$ cat src/design/sta_pkg.sv
// ----------------------------------------------------------------------------
// sta_pkg
// Shared types, field widths and scancode set 1 translation tables for the
// scancode to ascii fifo block.
// ----------------------------------------------------------------------------
package sta_pkg;

    localparam int SC_W     = 8;
    localparam int CHAR_W   = 7;
    localparam int TAB_LEN  = 60;
    localparam int TAB_IDX_W = 6;

    // scancodes with a meaning of their own
    localparam logic [SC_W-1:0] SC_LSHIFT  = 8'h2A;
    localparam logic [SC_W-1:0] SC_RSHIFT  = 8'h36;
    localparam logic [SC_W-1:0] SC_RELEASE = 8'h80;
    localparam logic [SC_W-1:0] SC_LSHIFT_UP = SC_LSHIFT | SC_RELEASE;
    localparam logic [SC_W-1:0] SC_RSHIFT_UP = SC_RSHIFT | SC_RELEASE;
    localparam logic [SC_W-1:0] SC_TAB_END = 8'd60;

    // request codes
    localparam logic CMD_SCANCODE = 1'b0;
    localparam logic CMD_READ     = 1'b1;

    // unshifted key table
    localparam logic [CHAR_W-1:0] PLAIN_TAB [TAB_LEN] = '{
        7'h00, 7'h00, 7'h31, 7'h32, 7'h33, 7'h34, 7'h35, 7'h36, 7'h37, 7'h38, 7'h39, 7'h30,
        7'h2d, 7'h3d, 7'h08, 7'h09, 7'h71, 7'h77, 7'h65, 7'h72, 7'h74, 7'h79, 7'h75, 7'h69,
        7'h6f, 7'h70, 7'h5b, 7'h5d, 7'h0a, 7'h00, 7'h61, 7'h73, 7'h64, 7'h66, 7'h67, 7'h68,
        7'h6a, 7'h6b, 7'h6c, 7'h3b, 7'h27, 7'h60, 7'h00, 7'h5c, 7'h7a, 7'h78, 7'h63, 7'h76,
        7'h62, 7'h6e, 7'h6d, 7'h2c, 7'h2e, 7'h2f, 7'h00, 7'h2a, 7'h00, 7'h20, 7'h00, 7'h00
    };

    // shifted key table
    localparam logic [CHAR_W-1:0] UPPER_TAB [TAB_LEN] = '{
        7'h00, 7'h1b, 7'h21, 7'h40, 7'h23, 7'h24, 7'h25, 7'h5e, 7'h26, 7'h2a, 7'h28, 7'h29,
        7'h5f, 7'h2b, 7'h08, 7'h09, 7'h51, 7'h57, 7'h45, 7'h52, 7'h54, 7'h59, 7'h55, 7'h49,
        7'h4f, 7'h50, 7'h7b, 7'h7d, 7'h0a, 7'h00, 7'h41, 7'h53, 7'h44, 7'h46, 7'h47, 7'h48,
        7'h4a, 7'h4b, 7'h4c, 7'h3a, 7'h22, 7'h7e, 7'h00, 7'h7c, 7'h5a, 7'h58, 7'h43, 7'h56,
        7'h42, 7'h4e, 7'h4d, 7'h3c, 7'h3e, 7'h3f, 7'h00, 7'h2a, 7'h00, 7'h20, 7'h00, 7'h00
    };

    // translated character headed for the fifo
    typedef struct packed {
        logic              valid;
        logic [CHAR_W-1:0] ch;
    } sta_push_t;

endpackage

$ cat src/design/sta_if.sv
// ----------------------------------------------------------------------------
// sta_if
// Valid/ready channels of the scancode to ascii fifo block: the request
// channel (scancode byte or read) and the response channel (character).
// ----------------------------------------------------------------------------
interface sta_req_if;
    logic                     valid;
    logic                     ready;
    logic                     cmd;
    logic [sta_pkg::SC_W-1:0] scancode;

    modport source (output valid, output cmd, output scancode, input ready);
    modport sink   (input valid, input cmd, input scancode, output ready);
endinterface

interface sta_rsp_if;
    logic                       valid;
    logic                       ready;
    logic [sta_pkg::CHAR_W-1:0] char_code;
    logic                       was_empty;

    modport source (output valid, output char_code, output was_empty, input ready);
    modport sink   (input valid, input char_code, input was_empty, output ready);
endinterface

$ cat src/design/scancode_to_ascii_fifo_top.sv
// ----------------------------------------------------------------------------
// scancode_to_ascii_fifo_top
// Keyboard scancode (set 1) to ascii translation with a ring fifo of
// characters, drained by read requests.
// ----------------------------------------------------------------------------
// Usage:
//   req carries one beat per scancode byte (cmd = scancode) or per read
//   request (cmd = read). Only a read produces a beat on rsp: the oldest
//   character, or char_code = 0 with was_empty = 1 when nothing is stored.
//   Characters live in a single-port-write, registered-read memory of
//   FIFO_DEPTH entries holding at most FIFO_DEPTH-1 characters; a character
//   that finds the fifo full is dropped.
// Sequence:
//   scancode beats are taken back to back while no read is pending. A read
//   beat first reads the memory into a data register while the read is
//   pending, then loads the output register, where rsp.valid rises; req.ready
//   drops while the read is pending, so a new read is taken only once the previous one has reached the output register.
// Stalls:
//   the response waits in an output register; scancode beats are still taken
//   while it waits, a further read waits until the response is taken.
// Reset:
//   clears shift state, both pointers and the response valid; the character
//   memory is not cleared, so no clearing pass is needed.
// ----------------------------------------------------------------------------
module scancode_to_ascii_fifo_top #(
    parameter int FIFO_DEPTH = 256
) (
    input  logic             clk,
    input  logic             rst_n,
    sta_req_if.sink          req,
    sta_rsp_if.source        rsp
);
    import sta_pkg::*;

    localparam int PTR_W = $clog2(FIFO_DEPTH);
    localparam logic [PTR_W-1:0] LAST_SLOT = PTR_W'(FIFO_DEPTH - 1);

    logic [CHAR_W-1:0] mem [FIFO_DEPTH];

    logic [PTR_W-1:0]  wr_ptr_reg;
    logic [PTR_W-1:0]  rd_ptr_reg;
    logic [PTR_W-1:0]  wr_ptr_inc;
    logic [PTR_W-1:0]  rd_ptr_inc;
    logic [CHAR_W-1:0] rd_data_reg;
    logic              pend_reg;
    logic              pend_empty_reg;
    logic              rsp_valid_reg;
    logic [CHAR_W-1:0] rsp_char_reg;
    logic              rsp_empty_reg;

    logic              req_beat;
    logic              sc_beat;
    logic              rd_beat;
    logic              fifo_empty;
    logic              wr_en;
    sta_push_t         push;

    // request handshake
    assign req.ready = !pend_reg && (req.cmd == CMD_SCANCODE || !rsp_valid_reg || rsp.ready);
    assign req_beat  = req.valid && req.ready;
    assign sc_beat   = req_beat && (req.cmd == CMD_SCANCODE);
    assign rd_beat   = req_beat && (req.cmd == CMD_READ);

    sta_keymap u_keymap (
        .clk      (clk),
        .rst_n    (rst_n),
        .take     (sc_beat),
        .scancode (req.scancode),
        .push     (push)
    );

    // ring pointers
    assign wr_ptr_inc = (wr_ptr_reg == LAST_SLOT) ? '0 : wr_ptr_reg + 1'b1;
    assign rd_ptr_inc = (rd_ptr_reg == LAST_SLOT) ? '0 : rd_ptr_reg + 1'b1;
    assign fifo_empty = (wr_ptr_reg == rd_ptr_reg);
    assign wr_en      = push.valid && (wr_ptr_inc != rd_ptr_reg);

    always_ff @(posedge clk or negedge rst_n)
    begin
        if (!rst_n)
        begin
            wr_ptr_reg <= '0;
            rd_ptr_reg <= '0;
        end
        else
        begin
            if (wr_en)
            begin
                wr_ptr_reg <= wr_ptr_inc;
            end
            if (rd_beat && !fifo_empty)
            begin
                rd_ptr_reg <= rd_ptr_inc;
            end
        end
    end

    // character memory, registered read
    always_ff @(posedge clk)
    begin
        if (wr_en)
        begin
            mem[wr_ptr_reg] <= push.ch;
        end
        if (rd_beat)
        begin
            rd_data_reg <= mem[rd_ptr_reg];
        end
    end

    // read in flight
    always_ff @(posedge clk or negedge rst_n)
    begin
        if (!rst_n)
        begin
            pend_reg <= 1'b0;
        end
        else
        begin
            pend_reg <= rd_beat;
        end
    end

    always_ff @(posedge clk)
    begin
        if (rd_beat)
        begin
            pend_empty_reg <= fifo_empty;
        end
    end

    // response register
    always_ff @(posedge clk or negedge rst_n)
    begin
        if (!rst_n)
        begin
            rsp_valid_reg <= 1'b0;
        end
        else if (pend_reg)
        begin
            rsp_valid_reg <= 1'b1;
        end
        else if (rsp.ready)
        begin
            rsp_valid_reg <= 1'b0;
        end
    end

    always_ff @(posedge clk)
    begin
        if (pend_reg)
        begin
            rsp_char_reg  <= pend_empty_reg ? '0 : rd_data_reg;
            rsp_empty_reg <= pend_empty_reg;
        end
    end

    assign rsp.valid     = rsp_valid_reg;
    assign rsp.char_code = rsp_char_reg;
    assign rsp.was_empty = rsp_empty_reg;

    // a read in flight always lands in the response register
    assert property (@(posedge clk) disable iff (!rst_n) pend_reg |=> rsp_valid_reg)
        else $error("read in flight did not reach the response register");

    // a read beat is followed by a pending memory read
    assert property (@(posedge clk) disable iff (!rst_n) rd_beat |=> pend_reg)
        else $error("read beat without a pending memory read");

    // no new request while a read is in flight
    assert property (@(posedge clk) disable iff (!rst_n) pend_reg |-> !req.ready)
        else $error("request taken during a pending read");

    // a pending read never overwrites a response still waiting
    assert property (@(posedge clk) disable iff (!rst_n)
        pend_reg |-> (!rsp_valid_reg || $past(rsp.ready)))
        else $error("response overwritten before it was taken");

    // a write never makes the fifo look empty
    assert property (@(posedge clk) disable iff (!rst_n) wr_en |=> !fifo_empty)
        else $error("fifo write wrapped onto the read pointer");

endmodule

$ cat src/design/sta_keymap.sv
// ----------------------------------------------------------------------------
// sta_keymap
// Tracks the shift keys and translates press codes through the unshifted or
// shifted key table; flags a character to be pushed into the fifo.
// ----------------------------------------------------------------------------
module sta_keymap (
    input  logic                     clk,
    input  logic                     rst_n,
    input  logic                     take,
    input  logic [sta_pkg::SC_W-1:0] scancode,
    output sta_pkg::sta_push_t       push
);
    import sta_pkg::*;

    logic                 shift_held_reg;
    logic                 shift_held_next;
    logic                 in_table;
    logic [TAB_IDX_W-1:0] idx;
    logic [CHAR_W-1:0]    plain_ch;
    logic [CHAR_W-1:0]    upper_ch;

    // table lookup; index only meaningful for codes below the table end
    assign in_table = !scancode[SC_W-1] && (scancode < SC_TAB_END);
    assign idx      = in_table ? scancode[TAB_IDX_W-1:0] : '0;
    assign plain_ch = PLAIN_TAB[idx];
    assign upper_ch = UPPER_TAB[idx];

    // shift press and release
    always_comb
    begin
        shift_held_next = shift_held_reg;
        if (take && (scancode == SC_LSHIFT || scancode == SC_RSHIFT))
        begin
            shift_held_next = 1'b1;
        end
        else if (take && (scancode == SC_LSHIFT_UP || scancode == SC_RSHIFT_UP))
        begin
            shift_held_next = 1'b0;
        end
    end

    always_ff @(posedge clk or negedge rst_n)
    begin
        if (!rst_n)
        begin
            shift_held_reg <= 1'b0;
        end
        else
        begin
            shift_held_reg <= shift_held_next;
        end
    end

    // shift codes fall inside the table but map to zero, so they never push
    assign push.valid = take && in_table && (plain_ch != '0);
    assign push.ch    = shift_held_reg ? upper_ch : plain_ch;

endmodule

$ cat src/flat_wrapper.sv
// flat-port wrapper written by rule: the top's interface ports become plain ports
module scancode_to_ascii_fifo_top_flat import sta_pkg::*;
#(
    parameter int FIFO_DEPTH = 256
)
  (clk, rst_n, req_valid, req_cmd, req_scancode, req_ready, rsp_valid, rsp_char_code, rsp_was_empty, rsp_ready);
  sta_req_if req_i ();
  sta_rsp_if rsp_i ();
  input  logic clk;
  input  logic rst_n;
  input wire logic [$bits(req_i.valid)-1:0] req_valid;
  input wire logic [$bits(req_i.cmd)-1:0] req_cmd;
  input wire logic [$bits(req_i.scancode)-1:0] req_scancode;
  output wire logic [$bits(req_i.ready)-1:0] req_ready;
  output wire logic [$bits(rsp_i.valid)-1:0] rsp_valid;
  output wire logic [$bits(rsp_i.char_code)-1:0] rsp_char_code;
  output wire logic [$bits(rsp_i.was_empty)-1:0] rsp_was_empty;
  input wire logic [$bits(rsp_i.ready)-1:0] rsp_ready;
  assign req_i.valid = req_valid;
  assign req_i.cmd = req_cmd;
  assign req_i.scancode = req_scancode;
  assign req_ready = req_i.ready;
  assign rsp_valid = rsp_i.valid;
  assign rsp_char_code = rsp_i.char_code;
  assign rsp_was_empty = rsp_i.was_empty;
  assign rsp_i.ready = rsp_ready;
  scancode_to_ascii_fifo_top #(.FIFO_DEPTH(FIFO_DEPTH)) u_core (.clk(clk), .rst_n(rst_n), .req(req_i), .rsp(rsp_i));
endmodule
$ cat config.mk
export PLATFORM = sky130hd
export DESIGN_NAME = scancode_to_ascii_fifo_top_flat
export DESIGN_NICKNAME = d
export VERILOG_FILES = /design/src/design/sta_pkg.sv /design/src/design/sta_if.sv /design/src/design/scancode_to_ascii_fifo_top.sv /design/src/design/sta_keymap.sv /design/src/flat_wrapper.sv
export SDC_FILE = /design/constraint.sdc
export NUM_CORES = 2
export LEC_CHECK = 0
export ABC_CLOCK_PERIOD_IN_PS = 32700
export BUFFER_PORTS_ARGS = -buffer_cell sky130_fd_sc_hd__buf_4
export CAP_MARGIN = 10
export CORE_MARGIN = 2
export CORE_UTILIZATION = 40
export CTS_CLUSTER_DIAMETER = 60
export DETAILED_ROUTE_END_ITERATION = 7
export PLACE_DENSITY_LB_ADDON = 0.08
export SLEW_MARGIN = 20
export SYNTH_ARGS = -nofsm -noshare
export SYNTH_HDL_FRONTEND = slang
export SYNTH_SLANG_ARGS = --single-unit
$ cat constraint.sdc
create_clock -name clk -period 32.7 [get_ports clk]
set_input_delay 6.54 -clock clk [delete_from_list [all_inputs] [get_ports clk]]
set_output_delay 6.54 -clock clk [all_outputs]
set_load 0.01 [all_outputs]
* Yosys cells after proc, flatten, opt, wreduce, memory -nomap -nowiden *
Memory sizes are Yosys's and may differ from the RTL's. A register that Yosys moved wholly into a read port is not among the register bits.
Index checks and enable logic that the tools add are counted.

word-level totals
  bits in registers = 28
  memory bits (writable) = 1,792
  ROM bits = 896
  input bits = 13
  output and inout port bits = 10
  word-level logic and storage cells = 61
  memories = 3

cells by class
  $add $sub $neg = 2
  order comparisons = 2
  equality and inequality tests = 8
  multiplexer cells = 14
  bitwise logic cells = 2
  reductions and logical operators = 22

memory list
  memory            depth  bits a word  rd ports  clocked after Yosys merged registers in  write ports  RTL line                          text
  u_core.mem        256    7            1         1                                        1            scancode_to_ascii_fifo_top.sv:38  logic [CHAR_W-1:0] mem [FIFO_DEPTH];
  (name not given)  64     7            1         0                                        0            sta_keymap.sv:26                  assign upper_ch = UPPER_TAB[idx];
  (name not given)  64     7            1         0                                        0            sta_keymap.sv:25                  assign plain_ch = PLAIN_TAB[idx];

operators by type and width
  cell                   count
  $mux W7                5
  $eq A8 B8 Y1 const B   4
  $add A8 B1 Y8 const B  2
  $eq A8 B6 Y1 const B   2
  $mux W8                2
  $logic_and A1 B1 Y1    11
  $eq A8 B8 Y1           1
  $lt A8 B6 Y1 const B   1
  $ne A8 B8 Y1           1
  $ge A7 B7 Y1 const B   1
  $not A6 Y7             1
  $reduce_bool A7 Y1     1
  $mux W1                6
  $mux W6                1
  $logic_not A1 Y1       4
  $logic_or A1 B1 Y1     4
  $reduce_bool A2 Y1     2
  $not A1 Y1             1

* Longest topological paths before layout *
  depth in word-level cells = 12
  gate-level depth with buffers = 17
  depth with buffers taken out = 12

* By module *
A second synthesis with hierarchy kept.

unflattened totals
  cell total of the unflattened synthesis = 3,784
  area total of the unflattened synthesis = 73,804.5 um^2

modules (own cells, without submodules)
  module                      times used  cells an instance  area an instance (um^2)  seq. area each (um^2)
  scancode_to_ascii_fifo_top  1           3,547              72,249.3                 54,742.5
  sta_keymap                  1           237                1,555.2                  25.0

* Worst setup path before layout *
No wires, ideal clock.

  kind = input to register
  start = in req_scancode[7]
  end = mem u_core.mem[0][4] (data pin)
  setup time = 2.188 ns
  data arrival time = 18.735 ns
  required time = 30.512 ns
  slack = 11.776 ns
  stages on the path = 13
  path buffers = 4
  cells stage by stage = buf_2 -> or2_1 -> buf_2 -> nor2_1 -> buf_2 -> nand2_1 -> inv_1 -> ha_1 -> clkbuf_1 -> nor4_1 -> a221oi_1 -> a22oi_1 -> o21ai_0

RTL lines
  item                RTL line                          text
  start: declaration  flat_wrapper.sv:13                input wire logic [$bits(req_i.scancode)-1:0] req_scancode;
  end: declaration    scancode_to_ascii_fifo_top.sv:38

* Worst setup path after layout *
  start = in rsp_ready
  end = out req_ready

between the ends
  word-level cells in the longest chain between the ends = 2

RTL lines
  item                 RTL line                          text
  start: declaration   flat_wrapper.sv:18                input wire logic [$bits(rsp_i.ready)-1:0] rsp_ready;
  $logic_or A1 B1 Y1   scancode_to_ascii_fifo_top.sv:59  assign req.ready = !pend_reg && (req.cmd == CMD_SCANCODE || !rsp_valid_reg || rsp.ready);
  $logic_and A1 B1 Y1  scancode_to_ascii_fifo_top.sv:59
  end: declaration     flat_wrapper.sv:14                output wire logic [$bits(req_i.ready)-1:0] req_ready;

Every way passes these cells.

==> impl_metrics.py <==
metrics = {
    "synth": {
        "yosys.cell_types.count": 80,
        "syn_avg_cell_area_um2": 21.0,
        "yosys.area.top_type_share": 0.743,
        "ys_async_sr_fraction": 0.0104,
        "synth_top_cell_by_area": "edfxtp_1",
        "synth_cells": 3485,
        "synth-seq-cells": 1827,
        "synth_edf_count": 1808,
        "synth_area_um2": 73100,
        "synth_most_common_cell": "edfxtp_1",
        "synth_fp_nets": 3516,
        "yosys_warnings": 0,
        "synth.area.top_cells": "edfxtp_1 (74%), mux4_2 (16%), nor3_1 (1.7%), dfrtp_1 (0.65%), a22oi_1 (0.62%)",
        "synth_seq_area_share": 0.749,
        "synthFlopType": "edfxtp_1",
        "netlist_top_cells_count": "edfxtp_1 (1808), mux4_2 (514), nor3_1 (255)",
    },
    "floorplan": {
        "die_w_um": 431,
        "io_pins": 23,
        "placement_rows": 156,
        "core_um2": 181000,
        "die_h_um": 431,
        "dieArea_um2": 186000,
        "floorplan.initialDensity": 0.404,
    },
    "routing": {
        "antenna_left": 0,
        "via_per_inst": 5.95,
        "wl_per_cell_um": 33.1,
        "first_pass_iters": 8,
        "num_vias": 36100,
        "first_iter_violations": 4230,
        "drc": 1,
        "wl_mm": 200,
    },
    "cts": {
        "ctsHoldBuffers": 0,
        "numClockSinks": 1827,
        "worstSkewPairLatency_ns": 0.84,
        "cts_resized": 0,
        "cts.path.max_buffers": 3,
        "cts_setup_buffers": 0,
        "cts_buffers": 192,
        "htreeDepth": 4,
        "clkTransAtPathRegs_ns": 0.06,
        "root_buffer": "clkbuf_16",
        "cts_tree": "built",
    },
    "layout": {
        "multi_input_area_um2": 18000,
        "drive_gt1_frac": 0.295,
        "syn_to_final_growth_pct": 13.5,
        "regArea_um2": 54800,
        "diodes": 0,
        "stdcell_count": 6059,
        "largest_reg_flops": 1792,
        "fillers": 15000,
        "fin_nets": 3562,
    },
    "timing": {
        "max_slew_margin": 0.0117,
        "finalSetupViolCount": 0,
        "finalHoldViolations": 0,
        "fmax_mhz": 73.3,
        "worst_pin_slew_ns": 1.48,
        "period_share": 0.417,
        "whs_ns": 0.553,
        "slew_violations": 0,
        "setup_tns_ns": 0,
        "min_period_ns": 13.65,
        "finClkSkew_ns": 0.0348,
        "setup_ws_ns": 19.05,
        "rsz0062_at_grt": "no",
    },
    "critical_path": {
        "crit_required_ns": 26.16,
        "arrival_ns": 7.11,
        "crit_family": "buffers and inverters",
        "endpoint_kind": "primary output",
        "cp_num_buf_inv": 3,
        "cpPeakStageDelay_ns": 0.18,
        "path_max_fanout": 3,
        "worstSetupPathType": "in -> out",
        "setup.worst_path.start_class": "primary input",
        "crit_path_cell_trace": "buf_4, inv_1, a21o_1, o21ai_0, buf_4",
        "path_common_cell": "buf_4",
        "critPathSlowestCell": "buf_4",
    },
    "run": {
        "cap_violations": 0,
    },
    "grt": {
        "grt_pass1_wl_mm": 284,
        "overflow": 0,
        "grt_pass1_vias": 37000,
        "grtUsageTotal": 0.216,
        "grt_max_degree": 189,
        "antenna_found_initial": 7,
    },
    "placement": {
        "portBuffers": 22,
        "dp.cells": 5703,
        "dpl.hpwl_mm": 118,
        "dp_slack_ns": 19.04,
        "gp_congestion": 0.885,
    },
    "power_and_ir_drop": {
        "ir_drop_v": 0.000118,
        "p_leak_nw": 23.3,
        "power-per-cell-area_nw_per_um2": 74.4,
    },
    "hold_path": {
        "hp-class": "reg -> reg",
    },
    "status": {
        "violations": "DRC",
        "status": "finished with violations",
    },
}
==> final timing paths <==
path | from | to | slack, ns | depth (start not counted)
setup / recovery | rsp_ready | req_ready | 19.05 | 5
hold / removal | u_core.rsp.valid$_DFFE_PN0P_ | u_core.rsp.valid$_DFFE_PN0P_ | 0.55 | 1
setup reg to reg | u_core.wr_ptr_reg[6]$_DFFE_PN0P_ | u_core.mem[82][2]$_DFFE_PP_ | 26.83 | 9
hold reg to reg | u_core.rsp.valid$_DFFE_PN0P_ | u_core.rsp.valid$_DFFE_PN0P_ | 0.55 | 1
max in group asynchronous | rst_n | u_core.rd_ptr_reg[1]$_DFFE_PN0P_ | 26.77 | 1
min in group asynchronous | rst_n | u_core.rsp.valid$_DFFE_PN0P_ | 5.62 | 1
==> where the power goes <==
part           switching [W]  leakage (nW)  internal, W
logic               0.000815          4.95     0.000499
clock network       0.000910          3.07      0.00128
registers          0.0000467          15.3      0.00262
==> cells by family after synthesis <==
| logic type | synth area share |
|---|---|
| flops | 0.749 |
| mux | 0.164 |
| simple gates | 0.0350 |
| compound gates | 0.0286 |
| buf+inv | 0.0180 |
| xor+xnor | 0.00246 |
| fa+ha+maj | 0.00308 |
==> metal layers <==
layer | track usage | part of all wire
met3 | 0.0343 | 0.059
met1 | 0.305 | 0.43
met2 | 0.350 | 0.49
met5 | 0 | 0
met4 | 0.0621 | 0.026
==> layout make-up <==
| class | count | area share |
|---|---|---|
| clock inverters | 115 | 0.0150 |
| flip-flops and latches | 1827 | 0.660 |
| multi-input cells | 1392 | 0.216 |
| repair buffers | 102 | 0.0108 |
| clock buffers | 237 | 0.0610 |
| inverters | 16 | 0.000724 |
| well taps | 2370 | 0.0357 |
==> cells in the final DEF (no fill, tap or decap), types with 5 or more instances in the layout <==
| cell | instances |
|---|---|
| edfxtp_1 | 1808 |
| mux4_2 | 514 |
| clkbuf_16 | 195 |
| nor3_2 | 152 |
| nor3_1 | 104 |
| buf_4 | 91 |
| nand2_1 | 66 |
| a21oi_1 | 66 |
| a22oi_1 | 60 |
| nor2_1 | 48 |
| clkbuf_1 | 40 |
| o21ai_0 | 39 |
| clkinv_1 | 38 |
| mux2i_1 | 35 |
| nand3_1 | 32 |
| clkinv_2 | 31 |
| nor2b_1 | 23 |
| bufinv_16 | 23 |
| o22ai_1 | 18 |
| a221oi_1 | 18 |
| ha_1 | 18 |
| xnor2_1 | 16 |
| inv_1 | 15 |
| dfrtp_1 | 15 |
| a22o_1 | 14 |
| clkinvlp_4 | 8 |
| nand2b_1 | 7 |
| nor4_1 | 7 |
| o221ai_1 | 7 |
| nand4_1 | 7 |
| and3_1 | 7 |
| o211ai_1 | 7 |
| o31ai_1 | 7 |
| nor3b_1 | 6 |
| nand2_2 | 6 |
| a211oi_1 | 5 |
==> metrics by stage <==
step	utilization	area (um^2)	total power, W
finish	0.458	83000	0.00618
global route	0.458	83000	0.00637
CTS	0.454	82200	0.00623
detailed placement	0.419	75900	0.00405
global placement	0.418	75800	0.00403
floorplan	-	73100	0.00356
Note: power is estimated with default switching activity, not from simulation.
